[src/hdl/pbw_pkg.sv]
// Package for the periodic boundary wrap block: widths, register codes,
// reset values and the per-axis result struct. No dependencies.
package pbw_pkg;

    localparam int COORD_WIDTH = 32;
    localparam int LEN_W       = 30;
    localparam int MASK_W      = 3;
    localparam int AXES        = 3;
    localparam int CFG_IDX_W   = 2;

    // Working width: holds a sign-extended coordinate and three box lengths.
    localparam int EXT_W = ((COORD_WIDTH > LEN_W + 1) ? COORD_WIDTH : LEN_W + 1) + 2;

    localparam logic [LEN_W-1:0]  BOX_LEN_RESET  = LEN_W'(1048576);
    localparam logic [MASK_W-1:0] PER_MASK_RESET = MASK_W'(7);

    typedef logic signed [COORD_WIDTH-1:0] coord_t;
    typedef logic [LEN_W-1:0]              len_t;
    typedef logic [MASK_W-1:0]             per_mask_t;

    typedef enum logic [CFG_IDX_W-1:0] {
        REG_BOX_LEN_X,
        REG_BOX_LEN_Y,
        REG_BOX_LEN_Z,
        REG_PERIODIC_MASK
    } cfg_reg_t;

    typedef struct packed {
        coord_t disp;
        coord_t fold;
        logic   err;
        logic   outside;
    } pbw_axis_res_t;

endpackage

[src/hdl/pbw_axis.sv]
// Single-axis minimum-image and fold logic, purely combinational.
// Depends on pbw_pkg.
module pbw_axis import pbw_pkg::*;
(
    input  coord_t        pos,
    input  len_t          len,
    input  logic          periodic,
    output pbw_axis_res_t res
);

    logic signed [EXT_W-1:0] v_e;
    logic signed [EXT_W-1:0] nv_e;
    logic signed [EXT_W-1:0] len_e;
    logic signed [EXT_W-1:0] len2_e;
    logic signed [EXT_W-1:0] half_e;
    logic signed [EXT_W-1:0] half3_e;
    logic signed [EXT_W-1:0] d_e;
    logic signed [EXT_W-1:0] f_e;
    logic                    d_err;
    logic                    f_err;

    assign v_e     = {{(EXT_W-COORD_WIDTH){pos[COORD_WIDTH-1]}}, pos};
    // -(v + 1) is the bitwise complement, which cannot overflow.
    assign nv_e    = ~v_e;
    assign len_e   = {{(EXT_W-LEN_W){1'b0}}, len};
    assign len2_e  = len_e <<< 1;
    assign half_e  = len_e >>> 1;
    assign half3_e = (len_e + len2_e) >>> 1;

    always_comb
    begin
        d_e   = v_e;
        d_err = 1'b0;
        if (v_e > half_e)
        begin
            d_e   = v_e - len_e;
            d_err = (v_e > half3_e);
        end
        else if (nv_e >= half_e)
        begin
            d_e   = v_e + len_e;
            d_err = (nv_e >= half3_e);
        end
    end

    always_comb
    begin
        f_e   = v_e;
        f_err = 1'b0;
        if (v_e < 0)
        begin
            f_e   = v_e + len_e;
            f_err = (v_e < -len_e);
        end
        else if (v_e >= len_e)
        begin
            f_e   = v_e - len_e;
            f_err = (v_e >= len2_e);
        end
    end

    always_comb
    begin
        if (periodic)
        begin
            res.disp    = d_e[COORD_WIDTH-1:0];
            res.fold    = f_e[COORD_WIDTH-1:0];
            res.err     = d_err | f_err;
            res.outside = 1'b0;
        end
        else
        begin
            res.disp    = pos;
            res.fold    = pos;
            res.err     = 1'b0;
            res.outside = (v_e < 0) || (v_e >= len_e);
        end
    end

endmodule

[config.mk]
export PLATFORM = sky130hd
export DESIGN_NAME = pbw_axis
export DESIGN_NICKNAME = d
export VERILOG_FILES = /design/src/hdl/pbw_pkg.sv /design/src/hdl/pbw_axis.sv
export SDC_FILE = /design/constraint.sdc
export NUM_CORES = 1
export LEC_CHECK = 0
export ABC_AREA = 0
export BUFFER_PORTS_ARGS = -buffer_cell sky130_fd_sc_hd__buf_2
export CAP_MARGIN = 20
export CORE_MARGIN = 3
export CORE_UTILIZATION = 37
export DETAILED_ROUTE_END_ITERATION = 16
export PLACE_DENSITY = 0.58
export SLEW_MARGIN = 20
export SYNTH_ARGS = -nofsm -noshare
export SYNTH_HDL_FRONTEND = slang
export SYNTH_SLANG_ARGS = --single-unit
[constraint.sdc]
create_clock -name vclk -period 8.8
set_clock_uncertainty 0.15 [all_clocks]
set_input_delay 0.88 -clock vclk [all_inputs]
set_output_delay 0.88 -clock vclk [all_outputs]
set_load 0.03 [all_outputs]
==> metrics.md, run 1 <==
| Metric | Value |
|---|---|
| Status | `complete, no violations` |
| Synth Area in XOR/XNOR | `0.08218` |
| Post-CTS Repair Setup Buffers | `0` |
| CP Max Fanout | `7` |
| Core Footprint | `approximately 28000 um^2` |
| Pin count of the biggest net entering global routing | `33` |
| Seq_cells | `0` |
| Compound-cell area share of the yosys netlist | `0.3095` |
| IO Pins | `129` |
| CP required | `about 7.8 ns` |
| Most common cell on crit path | `a21o_1` |
| Synth area leaders | `ha_1 36%, a21oi_1 7.1%, xnor2_1 6.8%, nor2_1 4.7%, inv_1 4.5%` |
| Tightest Pin Transition | `0.7832 ns` |
| GR Overflow Total | `0` |
| Period utilization | `0.8990` |
| Final min period | `about 7.9 ns` |
| Nets@finish | `just under 2000` |
| Unique masters post-synth | `~80` |
| Pre-CTS setup slack | `0.9742 ns` |
| Final Hold Fails | `0` |
| Final setup margin | `between 0.8 and 0.9 ns` |
| Highest metal used | `met5` |
| Pwr/cell area | `roughly 84 nW/um^2` |
| Die Wd | `176.6 um` |
| 1st-iter DRT viols | `between 1000 and 1500` |
| Die Footprint | `~31000 um^2` |
| Initial antenna violation count | `1` |
| CP Buf/Inv Count | `3` |
| Critical path's slowest cell | `or4_1` |
| Post-synthesis mux area share | `0` |
| Mapped cell area | `about 11000 um^2` |
| Setup violations, final | `0` |
| FMAX | `approximately 0.13 GHz` |
| Slew headroom | `0.4760` |
| Critical path class | `primary input to primary output` |
| TNS Setup | `0 ns` |
| Synth cell count leaders | `306 x ha_1, 152 x a21oi_1, 136 x nor2_1` |
| Top cell type by total area after synthesis | `ha_1` |
| Max Cap Violations | `0` |
| Gates resized, CTS repair | `0` |
| Max incr delay on CP | `approximately 0.56 ns` |
| Sequential area share after synthesis | `0` |
| Antenna Violating Nets Remaining | `0` |
| Layout area overhead | `8.822%` |
| Initial Util | `0.3812` |
| Vias per inst | `around 6` |
| Worst Setup Start Kind | `primary input` |
| VDD IR-drop max | `roughly 0.027 mV` |
| Simple-gate portion of the synthesized area | `0.1806` |
| Crit path max-delay family | `compound AO/OA/AOI/OAI gates` |
| Overall Power | `roughly 990 uW` |
| Post-route DRC | `0` |
| Synth Area in Adders | `0.3622` |
| DRT Pass-1 Iters | `5` |
| Critical path arrival | `~6.9 ns` |
| Met2 Routed Length | `between 15 and 20 mm` |
| Num rows | `slightly above 60` |
| Total track usage | `0.2504` |
| WL/cell | `21.01 um` |
| Synth top area share | `0.3557` |
| Critical path capture point type | `primary output` |
| Vias in the first global route | `around 11000` |
| Metal-1 WL | `around 21 mm` |
| Met3 routed WL | `approximately 3.1 mm` |
| Critical-path cell list | `buf_2 -> inv_1 -> ha_1 -> a21o_1 -> a2111oi_2 -> a31oi_1 -> a41oi_2 -> o21ai_1 -> o41a_1 -> a21o_1 -> a31o_1 -> a21o_1 -> a21oi_1 -> ha_1 -> or4_1 -> nor4_1 -> nand2_1 -> nor4_1 -> nand4_1 -> a22o_1 -> a211o_1 -> a21oi_1 -> or4_1 -> buf_2` |
| Hold_buf cts | `0` |
| Routed wire length | `41.12 mm` |
| Unrepaired setup endpoints after global routing | `false` |
| Syn_nets | `~1900` |
| Clk_buf instances | `0` |
| Leak | `a little under 6 nW` |
| HP Class | `primary input to primary output` |
| Main combinational cell family by area after synthesis | `adder cells` |
| Die Ht | `between 150 and 200 um` |
| Ys Warns | `0` |
| Synth Area per Inst | `slightly above 7 um^2` |
| Layout cells sized above 1 | `0.1001` |
| Post-Synthesis Cells | `about 1500` |
| Routed vias | `between 10000 and 15000` |
| Antenna diodes | `0` |
| Post-DP HPWL | `~34 mm` |
| Routability cong. | `slightly above 0.9` |
| PortBufs | `129` |
| Register area | `0 um^2` |
| Count leader, synth | `ha_1` |
| Final slew viol count | `0` |
| First-pass GRT wire length | `between 60 and 70 mm` |
cells in the final DEF, fill, tap and decap left out, types with 9 or more instances in the layout:
master / instances
a211oi_1: 12
a21o_1: 53
a21oi_1: 151
a22oi_1: 17
and3_1: 14
buf_2: 129
ha_1: 306
inv_1: 129
nand2_1: 85
nand2b_1: 18
nand3_1: 24
nand4_1: 31
nor2_1: 136
nor2b_1: 22
nor3_1: 25
nor4_1: 17
o211ai_1: 19
o21a_1: 14
o21ai_0: 79
o21bai_1: 21
o221ai_1: 9
o22ai_1: 23
o31ai_1: 10
xnor2_1: 83
xor2_1: 18
cell type report:
class	instances	area [um^2]
fill	3000	16530
timing repair buffer	134	683.2
tap	378	473.0
inverter	129	484.2
multi-input combinational	1316	10070
per-layer routing:
metal	track usage	up-vias
li1	-	5625
met1	0.3922	5440
met2	0.3748	476
met3	0.02710	42
met4	0.02946	2
met5	0	-
tightest hold or removal path, stage by stage:
cell     delay [ns]
buf_2          0.15
nand2_1        0.06
o21ai_0        0.06
buf_2          0.18
logic make-up (layout without fill, tap and decap cells):
| family | count (synthesis) | count (layout) |
|---|---|---|
| xor gates and xnor gates | 101 | 101 |
| AOI/OAI and AO/OA | 502 | 502 |
| adders and majority gates | 310 | 310 |
| buffers and inverters | 183 | 263 |
| and+or+nand+nor | 403 | 403 |
path summary, 6_finish.rpt:
kind | startpoint | end | slack (ns) | depth (start not counted)
worst max-delay path | len[7] | res[1] | 0.89 | 24
worst min-delay path | pos[0] | res[2] | 2.06 | 4
report_power, final:
part / internal [mW] / leakage, nW / total [mW] / switching (mW)
logic: 0.349 / 5.79 / 0.988 / 0.639
registers: 0 / 0 / 0 / 0
clock network: 0 / 0 / 0 / 0
total: 0.349 / 5.79 / 0.988 / 0.639
metrics by stage:
stage	std cells	cell area, um^2	util	hold slack, ns
final	1957	11710	0.4148	2.064
after global routing	1957	11710	0.4148	2.108
after CTS	1957	11710	0.4148	2.059
after detailed placement	1957	11710	0.4148	2.059
after global placement	1957	11710	0.4148	2.050
after floorplan	1499	10760	-	1.822
(Power assumes the default switching activity.)
==> run 2: changes to the inputs <==
--- a/config.mk
+++ b/config.mk
@@ -5,7 +5,6 @@
 export SDC_FILE = /design/constraint.sdc
 export NUM_CORES = 1
 export LEC_CHECK = 0
-export ABC_AREA = 0
 export BUFFER_PORTS_ARGS = -buffer_cell sky130_fd_sc_hd__buf_2
 export CAP_MARGIN = 20
 export CORE_MARGIN = 3
==> constraint.sdc (replaced) <==
create_clock -name vclk -period 8.6
set_clock_uncertainty 0.15 [all_clocks]
set_input_delay 0.86 -clock vclk [all_inputs]
set_output_delay 0.86 -clock vclk [all_outputs]
set_load 0.03 [all_outputs]
==> run 2 against run 1 <==
Compared with the run above: non-clock buffer count rose by 1; cell area barely moved; routed wire length fell by 0.22%; worst hold slack got worse by 0.050 ns; worst setup slack got worse by 0.20 ns; combinational power barely moved; critical path type unchanged; clock-buffer cell count did not move; critical path depth rose by 1.
==> metrics.md, run 2 (synthesis results as in run 1) <==
| Metric | Value |
|---|---|
| Status | `complete, no violations` |
| CP Max Fanout | `8` |
| Final min period | `7.909 ns` |
| Setup violations, final | `0` |
| Sequential Power Share | `0` |
| Commonest non-fill, non-tap cells in the layout | `306 x ha_1, 151 x a21oi_1, 136 x nor2_1, 129 x inv_1, 129 x buf_2` |
| Num rows | `61` |
| Gate power share | `1.000` |
| Tightest Pin Transition | `0.8528 ns` |
| Critical path's slowest cell | `or4_1` |
| Seq_cells | `0` |
| Pre-CTS setup slack | `slightly above 0.8 ns` |
| Max incr delay on CP | `around 0.56 ns` |
| Critical path capture point type | `primary output` |
| Core Footprint | `roughly 28000 um^2` |
| Gates resized, CTS repair | `0` |
| Post-route DRC | `0` |
| Vias per inst | `between 5 and 6` |
| Routed vias | `11610` |
| Pin count of the biggest net entering global routing | `33` |
| Final Core Density | `0.4151` |
| Net Switching | `652.5 uW` |
| IO Pins | `~130` |
| First-pass GRT wire length | `between 60 and 70 mm` |
| Register area | `0 um^2` |
| Final slew viol count | `0` |
| Initial antenna violation count | `0` |
| Period utilization | `0.9196` |
| Final setup margin | `approximately 0.7 ns` |
| DRT Pass-1 Iters | `6` |
| Switch share | `0.6463` |
| Antenna diodes | `0` |
| Slew headroom | `0.4240` |
| Pwr/cell area | `about 86 nW/um^2` |
| Max Cap Violations | `0` |
| Post-DP HPWL | `about 34 mm` |
| Initial Util | `0.3812` |
| Post-CTS Repair Setup Buffers | `0` |
| Layout area overhead | `8.892%` |
| Internal cell power | `357.0 uW` |
| Nets@finish | `1954` |
| Total track usage | `0.2522` |
| Final Instance Count excl. Fillers | `slightly below 2000` |
| VDD IR-drop max | `around 0.029 mV` |
| Hold_buf cts | `0` |
| Critical path class | `primary input to primary output` |
| CP required | `7.59 ns` |
| Unrepaired setup endpoints after global routing | `false` |
| WL/cell | `approximately 21 um` |
| Dpl cells | `between 1500 and 2000` |
| Commonest non-fill, non-tap cell in the layout | `ha_1` |
| Die Wd | `roughly 180 um` |
| Die Footprint | `between 30000 and 40000 um^2` |
| PortBufs | `129` |
| Worst Setup Start Kind | `primary input` |
| Clock network power share | `0` |
| HP Class | `primary input to primary output` |
| Routed wire length | `between 40 and 50 mm` |
| FMAX | `0.1264 GHz` |
| Hold Slack | `a little over 2 ns` |
| Most common cell on crit path | `a21o_1` |
| Die Ht | `176.6 um` |
| Critical path arrival | `approximately 7 ns` |
| TNS Setup | `0 ns` |
| Vias in the first global route | `around 11000` |
| Routability cong. | `slightly above 0.9` |
| Final Hold Fails | `0` |
| GR Overflow Total | `0` |
| Clk_buf instances | `0` |
| Layout cells sized above 1 | `0.1006` |
| WHS Path Cells | `4` |
| Leak | `5.793 nW` |
| 1st-iter DRT viols | `1084` |
| Antenna Violating Nets Remaining | `0` |
run 2: cell types whose count changed in the layout (fill, tap and decap cells not counted):
cell / change
buf_4: +1
run 2: path summary, 6_finish.rpt:
path                  endpoint  slack (ns)  startpoint
worst max-delay path    res[1]        0.69      len[1]
worst min-delay path    res[2]        2.01      pos[0]
run 2: per-stage QoR:
step / power (mW) / instance area, um^2
after floorplan: 0.6953 / 10760
after global placement: 0.9861 / 11720
after detailed placement: 0.9869 / 11720
after CTS: 0.9917 / 11720
after global routing: 1.103 / 11720
final: 1.009 / 11720
run 2: power groups by stage:
stage	clock, mW	sequential, mW	combinational [mW]
6_report	0	0	1.01
3_5_place_dp	0	0	0.987
4_1_cts	0	0	0.992
2_1_floorplan	0	0	0.695
3_3_place_gp	0	0	0.986
5_1_grt	0	0	1.10
run 2: layout make-up:
cell class	instances	area, um^2
tap	378	473.0
inverter	129	484.2
timing repair buffer	135	690.7
fill	2958	16520
multi-input combinational	1316	10070
run 2: per-layer routing:
layer | GRT usage | wire [um] | vias to the layer above
met5 | 0 | 0 | -
met3 | 0.02968 | 3642 | 36
met1 | 0.3940 | 20090 | 5465
met2 | 0.3818 | 16800 | 494
li1 | - | - | 5612
met4 | 0.02062 | 491 | 0
run 2: worst max-delay path: cells and delay by family:
family | cells | cell delay, ns
and+or+nand+nor | 7 | 1.71
buffers and inverters | 2 | 0.38
AOI/OAI and AO/OA | 13 | 2.97
adders and majority gates | 3 | 0.98
==> run 3: changes to the inputs <==
--- a/config.mk
+++ b/config.mk
@@ -5,6 +5,7 @@
 export SDC_FILE = /design/constraint.sdc
 export NUM_CORES = 1
 export LEC_CHECK = 0
+export ABC_AREA = 1
 export BUFFER_PORTS_ARGS = -buffer_cell sky130_fd_sc_hd__buf_2
 export CAP_MARGIN = 20
 export CORE_MARGIN = 3
==> run 3 against run 2 <==
Compared with the run above: global-route usage up 0.36 points; combinational power up 4%; cell count up 20%; cell area increased by 7.8%; non-clock buffer count shrank 3; critical path type unchanged; largest power group unchanged; highest routed layer unchanged.
==> metrics.md, run 3 <==
| Metric | Value |
|---|---|
| Post-CTS Repair Setup Buffers | `0` |
| TNS Setup | `0 ns` |
| Routed vias | `about 13000` |
| Critical-path cell list | `buf_2 -> inv_1 -> ha_1 -> a21oi_1 -> o21a_1 -> o21ai_0 -> a221oi_1 -> nand3_1 -> nand3_1 -> nand2_1 -> a311oi_1 -> ha_1 -> nor4_1 -> nand2_1 -> nor2_1 -> nand4_1 -> nand2_1 -> inv_1 -> nand3_1 -> nand2_1 -> nor2_1 -> nor2_1 -> buf_2` |
| Most common cell on crit path | `nand2_1` |
| Status | `complete, no violations` |
| Total track usage | `0.2558` |
| Post-route DRC | `0` |
| FMAX | `0.1525 GHz` |
| VDD IR-drop max | `around 0.038 mV` |
| Leak | `between 6 and 7 nW` |
| Unique masters post-synth | `56` |
| Vias in the first global route | `approximately 12000` |
| Synth top area share | `0.3270` |
| Multi-input logic area | `10530 um^2` |
| Post-DP HPWL | `38.77 mm` |
| Commonest non-fill, non-tap cells in the layout | `387 x nand2_1, 306 x ha_1, 238 x inv_1, 169 x a21oi_1, 166 x nor2_1` |
| Gates resized, CTS repair | `0` |
| DRT Pass-1 Iters | `6` |
| 1st-iter DRT viols | `~1100` |
| Synth Area per Inst | `roughly 6.2 um^2` |
| CP Max Fanout | `7` |
| Top cell type by total area after synthesis | `ha_1` |
| Final Hold Fails | `0` |
| Pin count of the biggest net entering global routing | `51` |
| Synth area leaders | `ha_1 33%, nand2_1 12%, inv_1 7.6%, a21oi_1 7.2%, xor2_1 7.1%` |
| Mapped cell area | `roughly 12000 um^2` |
| Count leader, synth | `nand2_1` |
| Sequential area share after synthesis | `0` |
| Final min period | `6.556 ns` |
| Overall Power | `between 1 and 1.5 mW` |
| Initial Util | `0.3788` |
| Layout cells sized above 1 | `0.09643` |
| Die Footprint | `about 34000 um^2` |
| Die Wd | `around 180 um` |
| Slew headroom | `0.4223` |
| # fillers | `roughly 3400` |
| Syn_nets | `about 2200` |
| HP Class | `primary input to primary output` |
| Routability cong. | `1.018` |
| Critical path class | `primary input to primary output` |
| Critical path capture point type | `primary output` |
| Nets@finish | `2334` |
| Final slew viol count | `0` |
| Crit path max-delay family | `simple AND/OR/NAND/NOR gates` |
| Routed wire length | `45.26 mm` |
| Layout area overhead | `7.897%` |
| WL/cell | `19.21 um` |
| Core Footprint | `approximately 31000 um^2` |
| GR Overflow Total | `0` |
| Post-Synthesis Cells | `approximately 1900` |
| Pwr/cell area | `83.49 nW/um^2` |
| Critical path's slowest cell | `a311oi_1` |
| CP Buf/Inv Count | `4` |
| First-pass GRT wire length | `68.94 mm` |
| Initial antenna violation count | `0` |
| Period utilization | `0.7624` |
| Synth cell count leaders | `387 x nand2_1, 306 x ha_1, 238 x inv_1` |
| Tightest Pin Transition | `about 0.86 ns` |
| Ys Warns | `0` |
| Clk_buf instances | `0` |
| Vias per inst | `between 5 and 6` |
| Die Ht | `183.9 um` |
| Antenna Violating Nets Remaining | `0` |
| Unrepaired setup endpoints after global routing | `false` |
| Max incr delay on CP | `0.41 ns` |
| Worst Setup Start Kind | `primary input` |
| IO Pins | `between 100 and 150` |
| Setup violations, final | `0` |
| Antenna diodes | `0` |
| Seq_cells | `0` |
| PortBufs | `129` |
| Num rows | `64` |
| Commonest non-fill, non-tap cell in the layout | `nand2_1` |
| Max Cap Violations | `0` |
| Register area | `0 um^2` |
| CP required | `7.59 ns` |
| Hold_buf cts | `0` |
| Critical path arrival | `5.55 ns` |
==> run 3: changes by cell type in the layout (fill, tap and decap cells not counted), sizes merged, moves of 13 or more <==
cell and delta:
nand2 +308, a22oi -16, xnor2 -70, and3 -13
nor2b -22, nand2b -18, nor2 +32, xor2 +77
nand3 +57, a21o -40, o22ai +14, inv +121
a21oi +21, o21ai +24
==> run 3: final timing paths <==
path	startpoint	end	slack, ns	depth (start not counted)
worst max-delay path	len[18]	res[1]	2.04	23
worst min-delay path	pos[0]	res[2]	2.06	4
==> run 3: area by class of cell <==
class | count | share of cell area
inverter | 251 | 0.07477
timing repair buffer | 132 | 0.05289
tap | 396 | 0.03922
multi-input combinational | 1577 | 0.8331
==> run 3: per-stage QoR <==
| stage | utilization | hold slack [ns] | cells | worst slack [ns] | area [um^2] |
|---|---|---|---|---|---|
| finish | 0.4087 | 2.055 | 2356 | 2.044 | 12630 |
| global route | 0.4087 | 2.100 | 2356 | 1.749 | 12630 |
| CTS | 0.4087 | 2.059 | 2356 | 2.103 | 12630 |
| detailed placement | 0.4087 | 2.059 | 2356 | 2.116 | 12630 |
| global placement | 0.4087 | 2.059 | 2356 | 2.100 | 12630 |
| floorplan | - | 1.795 | 1875 | 3.252 | 11710 |
==> run 3: cell families (layout without fill, tap and decap cells) <==
logic type | count (synthesis) | count (layout) | share of synthesized area
buffers and inverters | 298 | 383 | 0.1011
XOR/XNOR | 108 | 108 | 0.08079
adder cells (fa/ha/maj) | 309 | 309 | 0.3321
AND/OR/NAND/NOR | 733 | 733 | 0.2615
AO/OA/AOI/OAI | 427 | 427 | 0.2245
==> run 3: power breakdown <==
part	leakage, nW	internal, mW	total, mW	switching (mW)
clock	0	0	0	0
sequential	0	0	0	0
combinational	6.74	0.339	1.05	0.716
==> run 3: layer usage <==
layer  track usage  up-vias  wire length, um
met5             0        -                0
met4       0.04264        0              900
met3      0.008706       54             2895
met2        0.4092      523            19540
met1        0.3862     6116            21920
li1              -     6496                -
